<file path="config.mk">
export PLATFORM = sky130hd
export DESIGN_NAME = mips_decode_execute_top
export DESIGN_NICKNAME = d
export VERILOG_FILES = /design/src/rtl/mde_pkg.sv /design/src/rtl/mde_decode.sv /design/src/rtl/mde_alu.sv /design/src/rtl/mips_decode_execute_top.sv
export SDC_FILE = /design/constraint.sdc
export NUM_CORES = 1
export LEC_CHECK = 0
export ABC_CLOCK_PERIOD_IN_PS = 5000
export BUFFER_PORTS_ARGS = -buffer_cell sky130_fd_sc_hd__buf_4
export CORE_MARGIN = 2
export CORE_UTILIZATION = 50
export CTS_CLUSTER_SIZE = 14
export DETAILED_ROUTE_END_ITERATION = 7
export PLACE_DENSITY = 0.78
export SLEW_MARGIN = 25
export SYNTH_ARGS = -nofsm -noshare
export SYNTH_HDL_FRONTEND = slang
export SYNTH_HIERARCHICAL = 1
export SYNTH_SLANG_ARGS = --single-unit
</file>
<file path="constraint.sdc">
create_clock -name clk -period 5 [get_ports clk]
set_clock_uncertainty 0.1 [all_clocks]
set_input_delay 1 -clock clk [delete_from_list [all_inputs] [get_ports clk]]
set_output_delay 1 -clock clk [all_outputs]
set_load 0.05 [all_outputs]
</file>
<file path="src/rtl/mde_pkg.sv">
// Package: shared types, opcode and function codes for the MIPS decode/execute block.
`default_nettype none

package mde_pkg;

	localparam logic [5:0] OP_RTYPE = 6'h00;
	localparam logic [5:0] OP_J     = 6'h02;
	localparam logic [5:0] OP_JAL   = 6'h03;
	localparam logic [5:0] OP_BEQ   = 6'h04;
	localparam logic [5:0] OP_BNE   = 6'h05;
	localparam logic [5:0] OP_ADDI  = 6'h08;
	localparam logic [5:0] OP_ADDIU = 6'h09;
	localparam logic [5:0] OP_SLTI  = 6'h0A;
	localparam logic [5:0] OP_ANDI  = 6'h0C;
	localparam logic [5:0] OP_ORI   = 6'h0D;
	localparam logic [5:0] OP_LW    = 6'h23;
	localparam logic [5:0] OP_SW    = 6'h2B;
	localparam logic [5:0] OP_LL    = 6'h30;

	localparam logic [5:0] FN_SLL  = 6'h00;
	localparam logic [5:0] FN_SRL  = 6'h02;
	localparam logic [5:0] FN_JR   = 6'h08;
	localparam logic [5:0] FN_ADD  = 6'h20;
	localparam logic [5:0] FN_ADDU = 6'h21;
	localparam logic [5:0] FN_SUB  = 6'h22;
	localparam logic [5:0] FN_SUBU = 6'h23;
	localparam logic [5:0] FN_AND  = 6'h24;
	localparam logic [5:0] FN_OR   = 6'h25;
	localparam logic [5:0] FN_NOR  = 6'h27;
	localparam logic [5:0] FN_SLT  = 6'h2A;
	localparam logic [5:0] FN_SLTU = 6'h2B;

	localparam logic [4:0] LINK_REG = 5'd31;

	localparam logic [1:0] CLASS_R = 2'd0;
	localparam logic [1:0] CLASS_I = 2'd1;
	localparam logic [1:0] CLASS_J = 2'd2;

	typedef enum logic [3:0] {
		ALU_NONE,
		ALU_ADD,
		ALU_SUB,
		ALU_AND,
		ALU_OR,
		ALU_NOR,
		ALU_SLT,
		ALU_SLTU,
		ALU_SLL,
		ALU_SRL,
		ALU_LINK
	} mde_alu_op_t;

	typedef enum logic [1:0] {
		SRC_RT,
		SRC_SIMM,
		SRC_ZIMM
	} mde_src_t;

	typedef enum logic [2:0] {
		BR_NONE,
		BR_EQ,
		BR_NE,
		BR_JUMP,
		BR_REG
	} mde_br_t;

	typedef struct packed {
		mde_alu_op_t alu_op;
		mde_src_t    src_b;
		mde_br_t     br;
		logic [4:0]  dest_reg;
		logic        reg_write;
		logic        write_from_memory;
		logic        mem_read;
		logic        mem_write;
		logic        store_en;
		logic [1:0]  instr_class;
	} mde_ctrl_t;

	typedef struct packed {
		logic [31:0]        instr;
		logic [31:0]        pc;
		logic signed [31:0] rs_value;
		logic signed [31:0] rt_value;
	} mde_in_t;

	typedef struct packed {
		logic signed [31:0] alu_result;
		logic [4:0]         dest_reg;
		logic               reg_write;
		logic               write_from_memory;
		logic               mem_read;
		logic               mem_write;
		logic signed [31:0] store_data;
		logic               redirect;
		logic [31:0]        next_pc;
		logic [1:0]         instr_class;
		logic [31:0]        link_value;
	} mde_out_t;

endpackage

`default_nettype wire

</file>
<file path="src/rtl/mde_decode.sv">
// Instruction decoder: opcode and function field to control bundle.
`default_nettype none

module mde_decode (
	input  wire logic [31:0]       instr,
	output mde_pkg::mde_ctrl_t     ctrl
);
	import mde_pkg::*;

	logic [5:0] op;
	logic [5:0] fn;

	assign op = instr[31:26];
	assign fn = instr[5:0];

	always_comb begin
		ctrl                   = '0;
		ctrl.alu_op            = ALU_NONE;
		ctrl.src_b             = SRC_RT;
		ctrl.br                = BR_NONE;
		unique case (op) inside
			OP_RTYPE: begin
				ctrl.instr_class = CLASS_R;
				ctrl.dest_reg    = instr[15:11];
				ctrl.reg_write   = 1'b1;
				unique case (fn) inside
					FN_ADD, FN_ADDU: ctrl.alu_op = ALU_ADD;
					FN_SUB, FN_SUBU: ctrl.alu_op = ALU_SUB;
					FN_AND:          ctrl.alu_op = ALU_AND;
					FN_OR:           ctrl.alu_op = ALU_OR;
					FN_NOR:          ctrl.alu_op = ALU_NOR;
					FN_SLT:          ctrl.alu_op = ALU_SLT;
					FN_SLTU:         ctrl.alu_op = ALU_SLTU;
					FN_SLL:          ctrl.alu_op = ALU_SLL;
					FN_SRL:          ctrl.alu_op = ALU_SRL;
					FN_JR: begin
						ctrl.reg_write = 1'b0;
						ctrl.br        = BR_REG;
					end
					default:         ctrl.reg_write = 1'b0;
				endcase
			end
			OP_J, OP_JAL: begin
				ctrl.instr_class = CLASS_J;
				ctrl.br          = BR_JUMP;
				if (op == OP_JAL) begin
					ctrl.dest_reg  = LINK_REG;
					ctrl.reg_write = 1'b1;
					ctrl.alu_op    = ALU_LINK;
				end
			end
			default: begin
				ctrl.instr_class = CLASS_I;
				ctrl.dest_reg    = instr[20:16];
				ctrl.reg_write   = 1'b1;
				unique case (op) inside
					OP_ADDI, OP_ADDIU, OP_LL: begin
						ctrl.alu_op = ALU_ADD;
						ctrl.src_b  = SRC_SIMM;
					end
					OP_ANDI: begin
						ctrl.alu_op = ALU_AND;
						ctrl.src_b  = SRC_ZIMM;
					end
					OP_ORI: begin
						ctrl.alu_op = ALU_OR;
						ctrl.src_b  = SRC_ZIMM;
					end
					OP_SLTI: begin
						ctrl.alu_op = ALU_SLT;
						ctrl.src_b  = SRC_SIMM;
					end
					OP_LW: begin
						ctrl.alu_op            = ALU_ADD;
						ctrl.src_b             = SRC_SIMM;
						ctrl.write_from_memory = 1'b1;
						ctrl.mem_read          = 1'b1;
					end
					OP_SW: begin
						ctrl.alu_op    = ALU_ADD;
						ctrl.src_b     = SRC_SIMM;
						ctrl.reg_write = 1'b0;
						ctrl.mem_write = 1'b1;
						ctrl.store_en  = 1'b1;
					end
					OP_BEQ: begin
						ctrl.reg_write = 1'b0;
						ctrl.br        = BR_EQ;
					end
					OP_BNE: begin
						ctrl.reg_write = 1'b0;
						ctrl.br        = BR_NE;
					end
					default: ctrl.reg_write = 1'b0;
				endcase
			end
		endcase
	end

endmodule

`default_nettype wire

</file>
<file path="src/rtl/mde_alu.sv">
// Integer ALU: add, subtract, logic, compares and shifts.
`default_nettype none

module mde_alu (
	input  wire mde_pkg::mde_alu_op_t op,
	input  wire logic [31:0]       a,
	input  wire logic [31:0]       b,
	input  wire logic [4:0]        shamt,
	output logic [31:0]            result
);
	import mde_pkg::*;

	always_comb begin
		case (op)
			ALU_ADD:  result = a + b;
			ALU_SUB:  result = a - b;
			ALU_AND:  result = a & b;
			ALU_OR:   result = a | b;
			ALU_NOR:  result = ~(a | b);
			ALU_SLT:  result = {31'd0, ($signed(a) < $signed(b))};
			ALU_SLTU: result = {31'd0, (a < b)};
			ALU_SLL:  result = b << shamt;
			ALU_SRL:  result = b >> shamt;
			default:  result = '0;
		endcase
	end

endmodule

`default_nettype wire

</file>
<file path="src/rtl/mips_decode_execute_top.sv">
// Top level: three-stage MIPS32 instruction decode and execute pipeline.
//
// Usage:
//   Drive cmd (instruction word, its pc, rs and rt values) and raise start.
//   A beat is taken at each rising edge with start high and busy low; busy
//   is always low, so one instruction may enter every cycle.
//   Stage 1 registers the operands with the decoded controls, stage 2 runs
//   the ALU, the branch compare and the target adds, stage 3 resolves the
//   redirect and holds the result.
//   The result appears on res with done high once stages 1, 2 and 3 have
//   registered it, for exactly one cycle. Throughput: one beat per cycle.
//   The receiver cannot stall; every result must be taken in the cycle that
//   done is high.
//   Reset (arst_n low) clears all valid bits at once; beats in flight are
//   dropped and done stays low until new beats arrive.
`default_nettype none

module mips_decode_execute_top (
	input  wire logic             clk,
	input  wire logic             arst_n,
	input  wire logic             start,
	output logic                  busy,
	input  wire mde_pkg::mde_in_t cmd,
	output logic                  done,
	output mde_pkg::mde_out_t     res
);
	import mde_pkg::*;

	mde_ctrl_t   dec_ctrl;

	logic        valid_s1;
	mde_ctrl_t   ctrl_s1;
	logic [31:0] rs_s1;
	logic [31:0] rt_s1;
	logic [25:0] idx_s1;
	logic [31:0] pc_s1;

	logic [31:0] opb;
	logic [31:0] simm;
	logic [31:0] alu_out;
	logic [31:0] pc4;
	logic [31:0] link;

	logic        valid_s2;
	mde_ctrl_t   ctrl_s2;
	logic [31:0] alu_s2;
	logic        eq_s2;
	logic [31:0] pc4_s2;
	logic [31:0] link_s2;
	logic [31:0] btgt_s2;
	logic [31:0] jtgt_s2;
	logic [31:0] rs_s2;
	logic [31:0] sd_s2;

	logic        redir;
	logic [31:0] npc;

	logic        valid_s3;
	mde_out_t    res_s3;

	assign busy = 1'b0;

	mde_decode u_decode (
		.instr (cmd.instr),
		.ctrl  (dec_ctrl)
	);

	// stage 1: register operands with decoded controls
	always_ff @(posedge clk or negedge arst_n) begin
		if (!arst_n) begin
			valid_s1 <= 1'b0;
		end else begin
			valid_s1 <= start && !busy;
		end
	end

	always_ff @(posedge clk) begin
		ctrl_s1 <= dec_ctrl;
		rs_s1   <= cmd.rs_value;
		rt_s1   <= cmd.rt_value;
		idx_s1  <= cmd.instr[25:0];
		pc_s1   <= cmd.pc;
	end

	// stage 2: ALU, compare, target adds
	assign simm = {{16{idx_s1[15]}}, idx_s1[15:0]};
	assign pc4  = pc_s1 + 32'd4;
	assign link = pc_s1 + 32'd8;

	always_comb begin
		case (ctrl_s1.src_b)
			SRC_SIMM: opb = simm;
			SRC_ZIMM: opb = {16'd0, idx_s1[15:0]};
			default:  opb = rt_s1;
		endcase
	end

	mde_alu u_alu (
		.op     (ctrl_s1.alu_op),
		.a      (rs_s1),
		.b      (opb),
		.shamt  (idx_s1[10:6]),
		.result (alu_out)
	);

	always_ff @(posedge clk or negedge arst_n) begin
		if (!arst_n) begin
			valid_s2 <= 1'b0;
		end else begin
			valid_s2 <= valid_s1;
		end
	end

	always_ff @(posedge clk) begin
		ctrl_s2 <= ctrl_s1;
		alu_s2  <= (ctrl_s1.alu_op == ALU_LINK) ? link : alu_out;
		eq_s2   <= (rs_s1 == rt_s1);
		pc4_s2  <= pc4;
		link_s2 <= link;
		btgt_s2 <= pc4 + {simm[29:0], 2'b00};
		jtgt_s2 <= {pc4[31:28], idx_s1, 2'b00};
		rs_s2   <= rs_s1;
		sd_s2   <= ctrl_s1.store_en ? rt_s1 : 32'd0;
	end

	// stage 3: resolve redirect, hold result
	always_comb begin
		redir = 1'b0;
		npc   = pc4_s2;
		case (ctrl_s2.br)
			BR_EQ: begin
				redir = eq_s2;
				npc   = eq_s2 ? btgt_s2 : pc4_s2;
			end
			BR_NE: begin
				redir = !eq_s2;
				npc   = eq_s2 ? pc4_s2 : btgt_s2;
			end
			BR_JUMP: begin
				redir = 1'b1;
				npc   = jtgt_s2;
			end
			BR_REG: begin
				redir = 1'b1;
				npc   = rs_s2;
			end
			default: begin
				redir = 1'b0;
				npc   = pc4_s2;
			end
		endcase
	end

	always_ff @(posedge clk or negedge arst_n) begin
		if (!arst_n) begin
			valid_s3 <= 1'b0;
		end else begin
			valid_s3 <= valid_s2;
		end
	end

	always_ff @(posedge clk) begin
		res_s3.alu_result        <= alu_s2;
		res_s3.dest_reg          <= ctrl_s2.dest_reg;
		res_s3.reg_write         <= ctrl_s2.reg_write;
		res_s3.write_from_memory <= ctrl_s2.write_from_memory;
		res_s3.mem_read          <= ctrl_s2.mem_read;
		res_s3.mem_write         <= ctrl_s2.mem_write;
		res_s3.store_data        <= sd_s2;
		res_s3.redirect          <= redir;
		res_s3.next_pc           <= npc;
		res_s3.instr_class       <= ctrl_s2.instr_class;
		res_s3.link_value        <= link_s2;
	end

	assign done = valid_s3;
	assign res  = res_s3;

endmodule

`default_nettype wire
</file>
==> results of run 1 <==
[area by class of cell]
class                   count  area (um2)
diodes                      1        2.50
well taps                 607         759
fillers                  3940       18500
repair buffers            364        2760
multi-input cells        1689       12300
inverters                 119         447
clock inverters            17         269
clock buffers              66        1400
flip-flops and latches    515       10300
[critical path: stages, from the launching register on]
cell       delay [ps]
dfxtp_1           340
inv_1              50
ha_1              290
buf_4             320
nand3b_1          150
buf_4             240
nand2_1           280
inv_1             210
ha_1              270
inv_1             200
a21o_1            290
a21o_1            150
a21oi_1            90
o311ai_1          520
a211oi_1          180
a2111oi_0         420
o21ai_0           150
mux2_2            270
[worst paths after layout]
path,cells after the start,start,to,slack (ps)
max reg2reg,17,ctrl_s1[15],alu_s2[31],380
min reg2reg,0,ctrl_s1[13],ctrl_s2[13],220
min,1,arst_n,valid_s1,60
max in group asynchronous,1,arst_n,done,4640
min in group clk,0,ctrl_s1[13],ctrl_s2[13],220
max,17,ctrl_s1[15],alu_s2[31],380
[registers in the layout, summed over array words and instances (netlist names), 29 cells and up]
name,flops
pc4_s2,29
res,140
btgt_s2,32
rt_s1,32
alu_s2,32
rs_s1,32
sd_s2,32
rs_s2,32
link_s2,30
pc_s1,32
[repair_timing]
| item | CTS | global route |
|---|---|---|
| endpoints found under the hold margin | 0 | 0 |
| gates resized for setup | 0 | 2 |
| setup endpoints to repair | 0 | 2 |
[synth_stat cells, types with 9 or more instances]
master / count
mux2_2: 46
xnor2_1: 77
nand4_1: 25
o21ai_1: 11
xor2_1: 73
a221o_1: 15
o221ai_1: 9
o22ai_1: 19
a21o_1: 29
a31oi_1: 14
nor2_1: 177
and2_1: 42
a221oi_1: 16
o211ai_1: 13
nand2_1: 239
nand2b_1: 17
buf_1: 11
inv_1: 116
a22o_1: 22
o21ai_0: 104
o21a_1: 9
a211oi_1: 27
nor2b_1: 14
a222oi_1: 45
clkbuf_1: 88
dfxtp_1: 512
mux4_2: 34
mux2i_1: 45
o21bai_1: 12
buf_4: 11
nand3_1: 40
ha_1: 130
and3_1: 17
nor4_1: 16
a21oi_1: 146
nor3_1: 39
buf_2: 34
a22oi_1: 12
[metal layers]
metal	share of wire (%)	vias to the layer above	track usage [%]
met2	44	1314	58.5
met1	39	10000	47.2
met5	0.014	-	0
met4	7.0	2	22.7
li1	-	9357	-
met3	10	312	8.92
[logic make-up after synthesis]
| kind of cell | Yosys count | share of synthesized area, % |
|---|---|---|
| xor gates and xnor gates | 152 | 5.67 |
| muxes | 126 | 7.35 |
| DFF | 515 | 43.5 |
| adders and majority gates | 134 | 7.15 |
| buffers and inverters | 271 | 4.84 |
| AOI/OAI and AO/OA | 605 | 18.1 |
| and+or+nand+nor | 671 | 13.4 |
| other | 1 | 0.0158 |
[stage by stage]
stage          hold WS (ps)  std cells  utilization [%]  total power, mW  area (um2)
2_1_floorplan           210       2475                -             6.08       23700
3_3_place_gp            211       3294             56.9             6.94       26600
3_5_place_dp            212       3294             56.9             6.95       26600
4_1_cts                46.9       3377             60.5             10.7       28300
5_1_grt                57.4       3377             60.5             11.1       28300
6_report               64.9       3378             60.5             10.7       28300
[where the power goes]
part           switching [mW]  internal, mW  total [mW]
Combinational            1.51         0.831        2.34
Clock                    1.61          2.19        3.80
Sequential              0.202          4.41        4.61
==> metrics, run 1 <==
most frequent cells in the layout=dfxtp_1, buf_4, nand2_1, nor2_1, a21oi_1; vias per std cell=about 6.2; Die X=between 200 and 250 um; clk slew on worst S/H paths=approximately 60 ps; Area Growth Syn to Fin=19.1%; share of cells above drive strength 1=between 20% and 30%; H-Tree Depth=2; Routed WL=between 90000 and 100000 um; commonest non-fill, non-tap cell in the layout=dfxtp_1; failing checks=design-rule violations; Yosys top cell by area=dfxtp_1; DRC viols=9; final setup violation count=0; Netlist cell types=about 110; relative slew slack=between 30% and 40%; syn nets=2739; syn_area_per_cell=around 9.6 um2; Detail Route Antenna Nets=0; Arr. time, crit path=5030 ps; post-synth top area share=43.2%; drt wl/cell=between 20 and 30 um; Tcrit/Tclk final=between 90% and 100%; Pre-antenna DRT Iters=8; Mapped Area=~24000 um2; vias in the first global route=about 20000; initial core utilization=between 50 and 60%; Crit Path Category=register to register; Final Hold Viols=0; actual slew at the worst max-slew pin=1010 ps; Root Driver=clkbuf_16; sequential area share after synthesis=between 40% and 50%; Fin Setup TNS=0 ps; Primary FF master, synth=dfxtp_1; initial antenna violation count=2; Synth area leaders=dfxtp_1, ha_1, nand2_1; Power Dens Cells=380 nW/um2; crit path max fanout=33; Rows=between 70 and 80; CTS buffer count=around 50; IO Port Bufs=approximately 270; Syn. warnings=6; Yosys reg bits=around 520; Worst VDD drop=0.000323 V; clock net sink count=about 520; outcome=complete, but fails checks; Die ar.=49200 um2; hpwl dp=approximately 73000 um; Hold Path Class=input port to asynchronous set/reset pin; Mapped Cells=2475; final worst slack=roughly 380 ps; setup bufs post-CTS=0; EDFF count, synth=0; unrepaired setup endpoints after global routing=no; worst endpoint required time=roughly 5400 ps; grt total ovfl=0; Setup crit start kind=register; largest net degree at the start of global routing=67; GRT Overall Usage=approximately 38%; Lkg Pwr=~12 nW; die height=222 um; minimum clock period=4620 ps; Setup crit end kind=register; core area=46800 um2; Max Root-Sink Buffers=3; drt first-iter violations=around 3200; ys async rst share=less than 1%; CTS tree=built; fin nets=roughly 3000; Max Clock Freq=about 0.22 GHz; GPL Wtd Cong=1.05; Place WS=approximately 290 ps; vias=around 21000; number of buffers inserted by hold repair at cts=0; clk_lat worst skew=between 600 and 700 ps; Max Cap Viol=0; global-route wire length before repair=~140000 um; max-slew violation count=0; Ports=273
Power figures use the tool's default switching activity.
==> run 2, diff against run 1 <==
CORE_MARGIN = 3   (was 2)
==> metrics, run 2 (same netlist as run 1, synthesis figures left out) <==
hpwl dp=76200 um (+4.3%); number of flip-flops in the largest register=140 (unchanged); Hold Path Class=input port to asynchronous set/reset pin; Die X=224 um (+0.90%); initial antenna violation count=6 (+4); Hold WS=67.5 ps (+2.65 ps); Worst VDD drop=0.000356 V (+10%); drt first-iter violations=2701 (-16%); die height=224 um (+0.90%); Area Growth Syn to Fin=19.4%; CTS tree=built; DP Area=26800 um2 (+0.57%); vias in the first global route=21100 (+2.6%); global-route wire length before repair=142000 um (+4.2%); Max Root-Sink Buffers=3 (unchanged); Pint=7.26 mW (-2.3%); Rows=79 (unchanged); Arr. time, crit path=5190 ps (+160 ps); IO Port Bufs=271 (unchanged); H-Tree Depth=2 (unchanged); Die ar.=50100 um2 (+1.8%); drt wl/cell=29.1 um (+3.7%); clock power share=34.1% (-1.2 points); CTS buffer count=48 (-2.0%); Detail Route Antenna Nets=0 (unchanged); Routed WL=98900 um (+4.3%); grt total ovfl=0 (unchanged); max-slew violation count=0 (unchanged); clk_lat worst skew=620 ps (about the same); Final Hold Viols=0 (unchanged); final worst slack=223 ps (-156 ps); share of cells above drive strength 1=21.5% (+0.43 points); outcome=completed; Max Clock Freq=0.209 GHz (-3.3%); clk slew on worst S/H paths=70 ps (about the same); Setup crit end kind=register; Place WS=322 ps (+36.4 ps); GPL Wtd Cong=1.01 (-3.9%); switching fraction of total power=31.6% (+0.76 points); Design Area, Final=28300 um2 (+0.21%); Ports=273 (unchanged); # fillers=3961 (+0.53%); minimum clock period=4780 ps (+156 ps); Comb power frac=22.5% (+0.8 points); largest net degree at the start of global routing=101 (+51%); sequential power share=43.3% (+0.4 points); fin nets=3021 (+0.63%); Root Driver=clkbuf_16; Fin Setup TNS=0 ps (unchanged); Max Cap Viol=0 (unchanged); Placed Instances=3314 (+0.61%); unrepaired setup endpoints after global routing=no; final non-filler cell total=3399 (+0.62%); Crit Path Category=register to register; final setup violation count=0 (unchanged); Lkg Pwr=12.4 nW (+0.27%); GRT Overall Usage=38.5% (+0.97 points); worst endpoint required time=5410 ps (about the same); actual slew at the worst max-slew pin=968 ps (-43.9 ps); core area=46800 um2 (unchanged); clock net sink count=515 (unchanged); Tcrit/Tclk final=95.5% (+3.1 points); commonest non-fill, non-tap cell in the layout=dfxtp_1; Setup crit start kind=register; relative slew slack=34.7% (+2.2 points); vias=21200 (+0.98%); Pre-antenna DRT Iters=7 (-1); crit path max fanout=16 (-52%); DRC viols=0 (-9); most frequent cells in the layout=dfxtp_1, buf_4, nand2_1, nor2_1, a21oi_1; Power Dens Cells=375 nW/um2 (-1.4%); initial core utilization=50.8% (unchanged); Sw Pwr=3.36 mW (+1.2%); vias per std cell=6.25 (+0.36%)
run 2: worst max-delay path, stage by stage (launching register included):
cell and delay, ps:
dfxtp_1 360, inv_1 60, ha_1 380, nor2_1 80, buf_4 200, a22o_1 220, buf_4 170, ha_1 250
fa_1 440, a21o_1 230, o2bb2ai_1 160, o31a_1 400, a21o_1 290, a211o_1 360, a31oi_1 290, o21ai_1 110
mux2i_1 160, o211ai_1 110, mux2_2 270
run 2: cell type report:
| class | count | area, um2 | area share (%) |
|---|---|---|---|
| Sequential cell | 515 | 10300 | 36.5 |
| Timing Repair Buffer | 384 | 2900 | 10.2 |
| Multi-Input combinational cell | 1689 | 12300 | 43.5 |
| Antenna cell | 3 | 7.51 | 0.0265 |
| Inverter | 119 | 447 | 1.58 |
| Tap cell | 607 | 759 | 2.68 |
| Clock inverter | 16 | 220 | 0.777 |
| Clock buffer | 66 | 1340 | 4.72 |
run 2: path summary, 6_finish.rpt:
check	cells after the start	slack [ps]	from	to
min in group clk	0	220	sd_s2[1]	res[68]
max reg2reg	18	220	ctrl_s1[15]	alu_s2[26]
max	18	220	ctrl_s1[15]	alu_s2[26]
min	1	70	arst_n	valid_s2
max in group asynchronous	1	4640	arst_n	valid_s1
min reg2reg	0	220	sd_s2[1]	res[68]
run 2: timing repair:
item / 4_1_cts / 5_1_grt
setup endpoints to repair: 0 / 4
resized for setup: 0 / 3
buffers inserted: 0 / 0
hold buffers: 0 / 0
run 2: through the flow:
step	power [mW]	util [%]
after CTS	10.6	60.6
after detailed placement	6.99	57.2
after global routing	10.9	60.6
final	10.6	60.6
after floorplan	6.08	-
after global placement	6.99	57.2
run 2: routing by layer:
metal	part of all wire, %	track usage (%)	up-vias	routed length, um
met4	5.8	19.1	4	5720
met3	9.1	8.66	276	9020
met1	40	49.6	10300	39400
met2	45	61.1	1252	44700
li1	-	-	9402	-
met5	0.030	0	-	30
run 2: power by group through the flow:
| stage | Clock [mW] | Combinational (mW) | Sequential [mW] |
|---|---|---|---|
| 2_1_floorplan | 0 | 1.19 | 4.89 |
| 3_3_place_gp | 0 | 2.31 | 4.68 |
| 3_5_place_dp | 0 | 2.31 | 4.68 |
| 4_1_cts | 3.65 | 2.33 | 4.60 |
| 5_1_grt | 3.81 | 2.52 | 4.62 |
| 6_report | 3.62 | 2.39 | 4.60 |
